### src/design/kwq_pkg.sv
// Package: types, codes and field layout of the keyed wait queue.
`default_nettype none
package kwq_pkg;

  localparam int MAX_WAITERS_DEF    = 16;
  localparam int THREAD_ID_BITS_DEF = 8;
  localparam int MAX_RESULTS        = 16;
  localparam int ADDR_W             = 64;
  localparam int WORD_W             = 32;
  localparam int TID_W              = 8;
  localparam int TOTAL_W            = 5;

  localparam int IN_TID_LSB   = 0;
  localparam int IN_USER_BIT  = 8;
  localparam int IN_ADDR_LSB  = 9;
  localparam int IN_WORD_LSB  = 73;
  localparam int IN_EXP_LSB   = 105;
  localparam int IN_MAXC_LSB  = 137;
  localparam int IN_TDATA_W   = 176;

  localparam int OUT_STATUS_LSB = 0;
  localparam int OUT_VALID_BIT  = 2;
  localparam int OUT_THREAD_LSB = 3;
  localparam int OUT_TOTAL_LSB  = 11;
  localparam int OUT_TDATA_W    = 16;

  typedef enum logic [1:0] {
    ST_OK       = 2'd0,
    ST_NOT_USER = 2'd1,
    ST_MISMATCH = 2'd2,
    ST_FULL     = 2'd3
  } status_t;

  typedef enum logic {
    ACT_WAIT = 1'b0,
    ACT_WAKE = 1'b1
  } action_t;

  typedef enum logic [1:0] {
    S_IDLE,
    S_RESP,
    S_SCAN,
    S_FLUSH
  } state_t;

endpackage
`default_nettype wire

### src/design/keyed_wait_queue_top.sv
// Keyed wait queue: waiters kept in arrival order, released by address.
//
// Input channel in_*: one transfer per wait or wake request; in_tuser is the
// action (0 wait, 1 wake). Output channel out_*: one transfer per result;
// out_tlast marks the final result of a request.
// A wait, or any request from a non-user caller, gives one result, which passes
// through the S_RESP state into the result register.
// A wake walks the waiter memory one entry per cycle while no stalled result
// blocks it, bound by the single read port of the waiter memory, and writes
// kept entries back compacted. Each released thread gives one result; the
// last one carries the total. A wake that releases nobody gives one empty
// result.
// One request is in flight at a time: in_tready is high only while idle.
// When the receiver stalls, the result register holds and the scan pauses
// at the next match until the register frees.
// Reset empties the queue at once; memory contents are not cleared.
`default_nettype none
module keyed_wait_queue_top
  import kwq_pkg::*;
#(
  parameter int MAX_WAITERS    = MAX_WAITERS_DEF,
  parameter int THREAD_ID_BITS = THREAD_ID_BITS_DEF
) (
  input  wire logic                   clk,
  input  wire logic                   rst_n,
  input  wire logic                   in_tvalid,
  output logic                        in_tready,
  // action
  input  wire logic                   in_tuser,
  // thread_id, is_user_thread, address, memory_word, expected, wake_limit, zero pad
  input  wire logic [IN_TDATA_W-1:0]  in_tdata,
  output logic                        out_tvalid,
  input  wire logic                   out_tready,
  // status, woken_valid, woken_thread, woken_total
  output logic      [OUT_TDATA_W-1:0] out_tdata,
  output logic                        out_tlast
);

  localparam int IDX_W = $clog2(MAX_WAITERS);
  localparam int ENT_W = THREAD_ID_BITS + ADDR_W;

  logic             mem_rd_en;
  logic [IDX_W-1:0] mem_rd_addr;
  logic [ENT_W-1:0] mem_rd_data;
  logic             mem_wr_en;
  logic [IDX_W-1:0] mem_wr_addr;
  logic [ENT_W-1:0] mem_wr_data;

  kwq_engine #(
    .MAX_WAITERS    (MAX_WAITERS),
    .THREAD_ID_BITS (THREAD_ID_BITS)
  ) u_engine (
    .clk         (clk),
    .rst_n       (rst_n),
    .in_tvalid   (in_tvalid),
    .in_tready   (in_tready),
    .in_tuser    (in_tuser),
    .in_tdata    (in_tdata),
    .out_tvalid  (out_tvalid),
    .out_tready  (out_tready),
    .out_tdata   (out_tdata),
    .out_tlast   (out_tlast),
    .mem_rd_en   (mem_rd_en),
    .mem_rd_addr (mem_rd_addr),
    .mem_rd_data (mem_rd_data),
    .mem_wr_en   (mem_wr_en),
    .mem_wr_addr (mem_wr_addr),
    .mem_wr_data (mem_wr_data)
  );

  kwq_mem #(
    .MAX_WAITERS    (MAX_WAITERS),
    .THREAD_ID_BITS (THREAD_ID_BITS)
  ) u_mem (
    .clk     (clk),
    .rd_en   (mem_rd_en),
    .rd_addr (mem_rd_addr),
    .rd_data (mem_rd_data),
    .wr_en   (mem_wr_en),
    .wr_addr (mem_wr_addr),
    .wr_data (mem_wr_data)
  );

endmodule
`default_nettype wire

### src/design/kwq_mem.sv
// Waiter memory: one write port, one registered read port.
`default_nettype none
module kwq_mem
  import kwq_pkg::*;
#(
  parameter int MAX_WAITERS    = MAX_WAITERS_DEF,
  parameter int THREAD_ID_BITS = THREAD_ID_BITS_DEF,
  localparam int IDX_W         = $clog2(MAX_WAITERS),
  localparam int ENT_W         = THREAD_ID_BITS + ADDR_W
) (
  input  wire logic             clk,
  input  wire logic             rd_en,
  input  wire logic [IDX_W-1:0] rd_addr,
  output logic      [ENT_W-1:0] rd_data,
  input  wire logic             wr_en,
  input  wire logic [IDX_W-1:0] wr_addr,
  input  wire logic [ENT_W-1:0] wr_data
);

  logic [ENT_W-1:0] mem_q [MAX_WAITERS];

  always_ff @(posedge clk) begin
    if (wr_en) begin
      mem_q[wr_addr] <= wr_data;
    end
  end

  always_ff @(posedge clk) begin
    if (rd_en) begin
      rd_data <= mem_q[rd_addr];
    end
  end

endmodule
`default_nettype wire

### src/design/kwq_engine.sv
// Engine: command decode, append, scan-and-compact wake, result register.
`default_nettype none
module kwq_engine
  import kwq_pkg::*;
#(
  parameter int MAX_WAITERS    = MAX_WAITERS_DEF,
  parameter int THREAD_ID_BITS = THREAD_ID_BITS_DEF,
  localparam int IDX_W         = $clog2(MAX_WAITERS),
  localparam int CNT_W         = $clog2(MAX_WAITERS + 1),
  localparam int ENT_W         = THREAD_ID_BITS + ADDR_W
) (
  input  wire logic                   clk,
  input  wire logic                   rst_n,
  input  wire logic                   in_tvalid,
  output logic                        in_tready,
  input  wire logic                   in_tuser,
  input  wire logic [IN_TDATA_W-1:0]  in_tdata,
  output logic                        out_tvalid,
  input  wire logic                   out_tready,
  output logic      [OUT_TDATA_W-1:0] out_tdata,
  output logic                        out_tlast,
  output logic                        mem_rd_en,
  output logic      [IDX_W-1:0]       mem_rd_addr,
  input  wire logic [ENT_W-1:0]       mem_rd_data,
  output logic                        mem_wr_en,
  output logic      [IDX_W-1:0]       mem_wr_addr,
  output logic      [ENT_W-1:0]       mem_wr_data
);

  state_t                    state_r, state_nxt;
  logic [CNT_W-1:0]          count_r, count_nxt;
  logic                      user_r;
  logic                      eq_r;
  logic [THREAD_ID_BITS-1:0] tid_r;
  logic [ADDR_W-1:0]         addr_r;
  logic [TOTAL_W-1:0]        limit_r;
  logic [CNT_W-1:0]          rd_idx_r, rd_idx_nxt;
  logic [CNT_W-1:0]          keep_r, keep_nxt;
  logic                      have_r, have_nxt;
  logic [TOTAL_W-1:0]        n_r, n_nxt;
  logic                      pend_valid_r, pend_valid_nxt;
  logic [THREAD_ID_BITS-1:0] pend_thread_r, pend_thread_nxt;
  logic                      out_valid_r;
  logic [OUT_TDATA_W-1:0]    out_data_r;
  logic                      out_last_r;

  logic                      accept;
  logic                      out_free;
  logic                      hit;
  logic                      adv;
  logic                      more;
  logic [THREAD_ID_BITS+7:0] in_tid_ext;
  logic [THREAD_ID_BITS+7:0] pend_tid_ext;
  logic [WORD_W-1:0]         in_maxc;
  logic [TOTAL_W-1:0]        in_limit;
  logic [THREAD_ID_BITS-1:0] ent_thread;
  logic [ADDR_W-1:0]         ent_addr;

  logic                      push;
  status_t                   push_status;
  logic                      push_valid;
  logic [TID_W-1:0]          push_thread;
  logic [TOTAL_W-1:0]        push_total;
  logic                      push_last;

  assign accept       = in_tvalid && in_tready;
  assign in_tready    = (state_r == S_IDLE);
  assign out_free     = !out_valid_r || out_tready;
  assign in_tid_ext   = {{THREAD_ID_BITS{1'b0}}, in_tdata[IN_TID_LSB +: TID_W]};
  assign pend_tid_ext = {{TID_W{1'b0}}, pend_thread_r};
  assign in_maxc      = in_tdata[IN_MAXC_LSB +: WORD_W];
  assign in_limit     = (in_maxc < WORD_W'(MAX_RESULTS)) ? in_maxc[TOTAL_W-1:0]
                                                         : TOTAL_W'(MAX_RESULTS);
  assign ent_thread   = mem_rd_data[THREAD_ID_BITS-1:0];
  assign ent_addr     = mem_rd_data[THREAD_ID_BITS +: ADDR_W];
  assign hit          = have_r && (ent_addr == addr_r) && (n_r < limit_r);
  assign adv          = !(hit && pend_valid_r && !out_free);
  assign more         = (rd_idx_r < count_r);

  always_comb begin
    state_nxt = state_r;
    case (state_r)
      S_IDLE: begin
        if (accept) begin
          state_nxt = (in_tuser == ACT_WAKE && in_tdata[IN_USER_BIT]) ? S_SCAN : S_RESP;
        end
      end
      S_RESP: begin
        if (out_free) begin
          state_nxt = S_IDLE;
        end
      end
      S_SCAN: begin
        if (adv && !more) begin
          state_nxt = S_FLUSH;
        end
      end
      S_FLUSH: begin
        if (out_free) begin
          state_nxt = S_IDLE;
        end
      end
      default: state_nxt = S_IDLE;
    endcase
  end

  always_comb begin
    count_nxt       = count_r;
    rd_idx_nxt      = rd_idx_r;
    keep_nxt        = keep_r;
    have_nxt        = have_r;
    n_nxt           = n_r;
    pend_valid_nxt  = pend_valid_r;
    pend_thread_nxt = pend_thread_r;
    mem_rd_en       = 1'b0;
    mem_rd_addr     = rd_idx_r[IDX_W-1:0];
    mem_wr_en       = 1'b0;
    mem_wr_addr     = keep_r[IDX_W-1:0];
    mem_wr_data     = mem_rd_data;
    push            = 1'b0;
    push_status     = ST_OK;
    push_valid      = 1'b0;
    push_thread     = '0;
    push_total      = '0;
    push_last       = 1'b1;
    case (state_r)
      S_IDLE: begin
        rd_idx_nxt     = '0;
        keep_nxt       = '0;
        have_nxt       = 1'b0;
        n_nxt          = '0;
        pend_valid_nxt = 1'b0;
      end
      S_RESP: begin
        if (!user_r) begin
          push_status = ST_NOT_USER;
        end else if (!eq_r) begin
          push_status = ST_MISMATCH;
        end else if (count_r >= CNT_W'(MAX_WAITERS)) begin
          push_status = ST_FULL;
        end else begin
          push_status = ST_OK;
        end
        if (out_free) begin
          push = 1'b1;
          if (push_status == ST_OK) begin
            mem_wr_en   = 1'b1;
            mem_wr_addr = count_r[IDX_W-1:0];
            mem_wr_data = {addr_r, tid_r};
            count_nxt   = count_r + CNT_W'(1);
          end
        end
      end
      S_SCAN: begin
        if (adv) begin
          if (have_r) begin
            if (hit) begin
              n_nxt           = n_r + TOTAL_W'(1);
              pend_valid_nxt  = 1'b1;
              pend_thread_nxt = ent_thread;
              if (pend_valid_r) begin
                push        = 1'b1;
                push_valid  = 1'b1;
                push_thread = pend_tid_ext[TID_W-1:0];
                push_total  = n_r;
                push_last   = 1'b0;
              end
            end else begin
              mem_wr_en = 1'b1;
              keep_nxt  = keep_r + CNT_W'(1);
            end
          end
          mem_rd_en = more;
          have_nxt  = more;
          if (more) begin
            rd_idx_nxt = rd_idx_r + CNT_W'(1);
          end
        end
      end
      S_FLUSH: begin
        if (out_free) begin
          push      = 1'b1;
          count_nxt = keep_r;
          if (pend_valid_r) begin
            push_valid  = 1'b1;
            push_thread = pend_tid_ext[TID_W-1:0];
            push_total  = n_r;
          end
        end
      end
      default: begin
      end
    endcase
  end

  always_ff @(posedge clk) begin
    if (!rst_n) begin
      state_r     <= S_IDLE;
      count_r     <= '0;
      out_valid_r <= 1'b0;
    end else begin
      state_r <= state_nxt;
      count_r <= count_nxt;
      if (push) begin
        out_valid_r <= 1'b1;
      end else if (out_tready) begin
        out_valid_r <= 1'b0;
      end
    end
  end

  always_ff @(posedge clk) begin
    rd_idx_r      <= rd_idx_nxt;
    keep_r        <= keep_nxt;
    have_r        <= have_nxt;
    n_r           <= n_nxt;
    pend_valid_r  <= pend_valid_nxt;
    pend_thread_r <= pend_thread_nxt;
    if (accept) begin
      user_r  <= in_tdata[IN_USER_BIT];
      eq_r    <= (in_tdata[IN_WORD_LSB +: WORD_W] == in_tdata[IN_EXP_LSB +: WORD_W]);
      tid_r   <= in_tid_ext[THREAD_ID_BITS-1:0];
      addr_r  <= in_tdata[IN_ADDR_LSB +: ADDR_W];
      limit_r <= in_limit;
    end
    if (push) begin
      out_data_r <= {push_total, push_thread, push_valid, push_status};
      out_last_r <= push_last;
    end
  end

  assign out_tvalid = out_valid_r;
  assign out_tdata  = out_data_r;
  assign out_tlast  = out_last_r;

endmodule
`default_nettype wire

### config.mk
export PLATFORM = sky130hd
export DESIGN_NAME = keyed_wait_queue_top
export DESIGN_NICKNAME = d
export VERILOG_FILES = /design/src/design/kwq_pkg.sv /design/src/design/keyed_wait_queue_top.sv /design/src/design/kwq_mem.sv /design/src/design/kwq_engine.sv
export SDC_FILE = /design/constraint.sdc
export NUM_CORES = 1
export LEC_CHECK = 0
export BUFFER_PORTS_ARGS = -buffer_cell sky130_fd_sc_hd__buf_4
export CAP_MARGIN = 20
export CORE_MARGIN = 2
export CORE_UTILIZATION = 56
export CTS_BUF_LIST = sky130_fd_sc_hd__clkbuf_16
export CTS_CLUSTER_DIAMETER = 40
export DETAILED_ROUTE_END_ITERATION = 6
export GPL_TIMING_DRIVEN = 0
export PLACE_DENSITY = 0.82
export SYNTH_ARGS = -nofsm -noshare
export SYNTH_HDL_FRONTEND = slang
export SYNTH_SLANG_ARGS = --single-unit
### constraint.sdc
create_clock -name clk -period 7.7 [get_ports clk]
set_input_delay 0.77 -clock clk [delete_from_list [all_inputs] [get_ports clk]]
set_output_delay 0.77 -clock clk [all_outputs]
set_load 0.005 [all_outputs]
==> results.md <==
* Outcome: completed
* R2r endpoint: u_mem.mem_q[12][44]$_DFFE_PP_
* Chip height at 311.9 um
* Max-Cap Viols at 0
* Drt total wl at 144300 um
* Setup slack, reg-to-reg at 2.67 ns
* Synth area leader: edfxtp_1
* Switch share at 31.32%
* Fin Setup TNS at 0 ns
* Core area at 0.09361 mm^2
* Post-DP HPWL at 94010 um
* Most frequent cells in the layout: edfxtp_1, nand2_1, mux2i_1, buf_4, clkbuf_16
* Fin crit period at 5.032 ns
* Relative slew slack at 20.98%
* Part of the power in combinational logic at 25.6%
* # fillers at 5643
* Initial cell density of the core at 56.71%
* Root Buffer: clkbuf_16
* Crit-path max cell delay at 0.85 ns
* Hold Crit Class: in -> reg
* Sequential cell area fraction in the yosys report at 76.39%
* Worst Hold End: u_engine.addr_r[39]$_DFFE_PP_
* TritonCTS Buffers at 150
* Slew @ Worst Pin at 1.185 ns
* Mean post-synth cell area at 18.24 um^2
* Skew final at 0.05039 ns
* Placed insts at 4516
* Port Buffers at 192
* Slowest-stage cell, CP: nor4_1
* Hold-fix buffers at CTS at 0
* CTS tree: built
* GP Congestion at 0.8239
* Main area contributors after synthesis: edfxtp_1, mux4_2, mux2i_1
* RSZ-0062 raised after global routing: no
* Post-route ant nets at 0
* Flop pwr share at 42.0%
* Power per cell area at 350.4 mW/mm^2
* Fin cells at 4808
* #FFs+latches synth at 1353
* Worst EP required at 8.20 ns
* Final Hold Viols at 0
* Vias in the first global route at 31304
* Share of cells above drive strength 1 at 24.02%
* Sinks on Clock Net at 1353
* NetSw at 6.937 mW
* Hold Path Depth at 1
* Worst r2r src: u_engine.addr_r[24]$_DFFE_PP_
* Netlist cell types at 49
* Die area at 0.09727 mm^2
* Crit Path Class: reg -> reg
* Cell mode on critical path: buf_6
* WP data arrival at 5.53 ns
* Final count of negative-setup-slack endpoints at 0
* Hold_ws at 0.1887 ns
* Yosys warns at 0
* Maximum vdd drop at 0.2191 mV
* Async set or reset register ratio after synthesis at 0%
* First-pass GRT wire length at 205200 um
* Crit path max fanout at 10
* Drt first-iter violations at 5022
* CTS max path bufs at 3
* Grt ovf at 0
* Post-Syn Area at 0.05308 mm^2
* Post-CTS setup buffer count at 0
* Static leakage at 21.45 nW
* Clk pwr share at 32.3%
* # IOs at 200
* Startpoint types: flip-flop
* Number of H-tree levels at 4
* Post-CTS Resized at 0
* Crit end category: flip-flop
* Total track usage at 29.23%
* Post-synth EDFFs at 1345
* CP Cell Sequence: xor2_1, nor4_1, nand4_1, nor4_4, a31oi_1, o21ai_2, buf_6, nor3_2, buf_8, buf_6, buf_6, buf_4, buf_6
* Max Transition Viols Final at 0
* Syn nets at 3109
* Hold Crit Start: in_tdata[48]
* Most common cell after layout, fill and taps aside: edfxtp_1
* Drt wl/cell at 30.00 um
* Largest net degree at the start of global routing at 50
* Initial antenna violation count at 3
* Vias at 31539
* Internal power at 15.21 mW
* DR pass1 iterations at 6
* Clk pin slew, worst setup/hold paths at 0.06 ns
* Top FF cell, synth: edfxtp_1
* Die X-Extent at 311.9 um
* DRC errors left at 0
* Clk_lat worst skew at 0.78 ns
* Area growth syn-to-layout at 19.08%
* F_max at 198.7 MHz
* Reg2Reg Depth at 13
* Cell Rows at 112
* Power, Total at 22.15 mW
* Final period utilization at 65.35%
* Post-layout nets at 3622
* Post-Syn Instances at 2911
* Vias per cell at 6.560
* Area share of the largest cell type after synthesis at 76.09%
-- metrics by stage --
step | cell area [um^2] | worst slack [ns] | util, %
floorplan | 53080 | 0.5363 | -
global placement | 56090 | -6.322 | 59.92
detailed placement | 58070 | 3.066 | 62.04
CTS | 63050 | 3.024 | 67.36
global route | 63200 | 2.679 | 67.52
finish | 63210 | 2.668 | 67.52
-- cell type report --
cell class	instances	area, um^2	share of cell area, %
repair buffers	361	3480	5.505
multi-input cells	1395	11960	18.93
clock buffers	155	3879	6.136
flip-flops and latches	1353	40550	64.15
inverters	22	82.58	0.1306
clock inverters	124	1101	1.742
plain buffers	141	578.1	0.9145
well taps	1254	1569	2.482
diodes	3	7.507	0.01188
-- synth_stat cells, types with 27 or more instances --
cell	count
a21oi_1	77
a221oi_1	73
a22oi_1	73
buf_2	27
clkbuf_1	93
edfxtp_1	1345
mux2_2	72
mux2i_1	219
mux4_2	144
nand2_1	293
nor4_1	27
o21ai_0	153
xor2_1	88
-- worst max path at each step --
stage | to | slack [ns] | start | cells past startpoint
finish | u_mem.mem_q[12][44]$_DFFE_PP_ | 2.67 | u_engine.addr_r[24]$_DFFE_PP_ | 13
global route | u_mem.mem_q[12][47]$_DFFE_PP_ | 2.68 | u_engine.addr_r[24]$_DFFE_PP_ | 13
CTS | u_mem.mem_q[12][47]$_DFFE_PP_ | 3.02 | u_engine.addr_r[24]$_DFFE_PP_ | 13
detailed placement | u_mem.mem_q[12][44]$_DFFE_PP_ | 3.07 | u_engine.addr_r[24]$_DFFE_PP_ | 13
global placement | u_mem.mem_q[3][45]$_DFFE_PP_ | -6.32 | out_tready | 6
floorplan | u_mem.mem_q[11][0]$_DFFE_PP_ | 0.54 | out_tready | 6
-- power groups by stage --
stage / clock [mW] / combinational (mW) / sequential, mW
2_1_floorplan: 0 / 3.40 / 9.35
3_3_place_gp: 0 / 5.01 / 9.49
3_5_place_dp: 0 / 5.37 / 9.44
4_1_cts: 7.18 / 5.47 / 9.30
5_1_grt: 7.46 / 5.95 / 9.32
6_report: 7.16 / 5.68 / 9.31
-- sequential cells by signal (all words and copies together) (netlist names) --
name,count
u_engine.out_tdata,16
u_engine.out_tlast,1
u_engine.eq_r,1
u_mem.rd_data,72
u_engine.out_tvalid,1
u_engine.have_r,1
u_engine.state_r,2
u_mem.mem_q,1152
u_engine.tid_r,8
u_engine.pend_valid_r,1
u_engine.keep_r,5
u_engine.user_r,1
u_engine.pend_thread_r,8
u_engine.rd_idx_r,5
u_engine.n_r,5
u_engine.count_r,5
u_engine.addr_r,64
u_engine.limit_r,5
-- layer usage --
layer / wire length, um / part of all wire [%] / track usage [%]
met1: 49190 / 34 / 37.07
met4: 8644 / 6.0 / 16.73
met3: 18540 / 13 / 7.820
met2: 67870 / 47 / 45.93
met5: 22 / 0.015 / 0
-- kinds of logic after synthesis --
| family | synth area share (%) |
|---|---|
| AOI/OAI and AO/OA | 4.933 |
| xor gates and xnor gates | 1.666 |
| adders and majority gates | 0.4007 |
| buffers and inverters | 1.245 |
| DFF | 76.39 |
| muxes | 11.77 |
| and+or+nand+nor | 3.599 |
-- critical path: cells and delay by family, from the launching register on --
family	cells	cell delay, ns
compound gates	2	0.69
xor+xnor	1	0.31
buf+inv	6	1.16
flops	1	0.43
simple gates	4	2.14
Note: power is estimated with default switching activity, not from simulation.
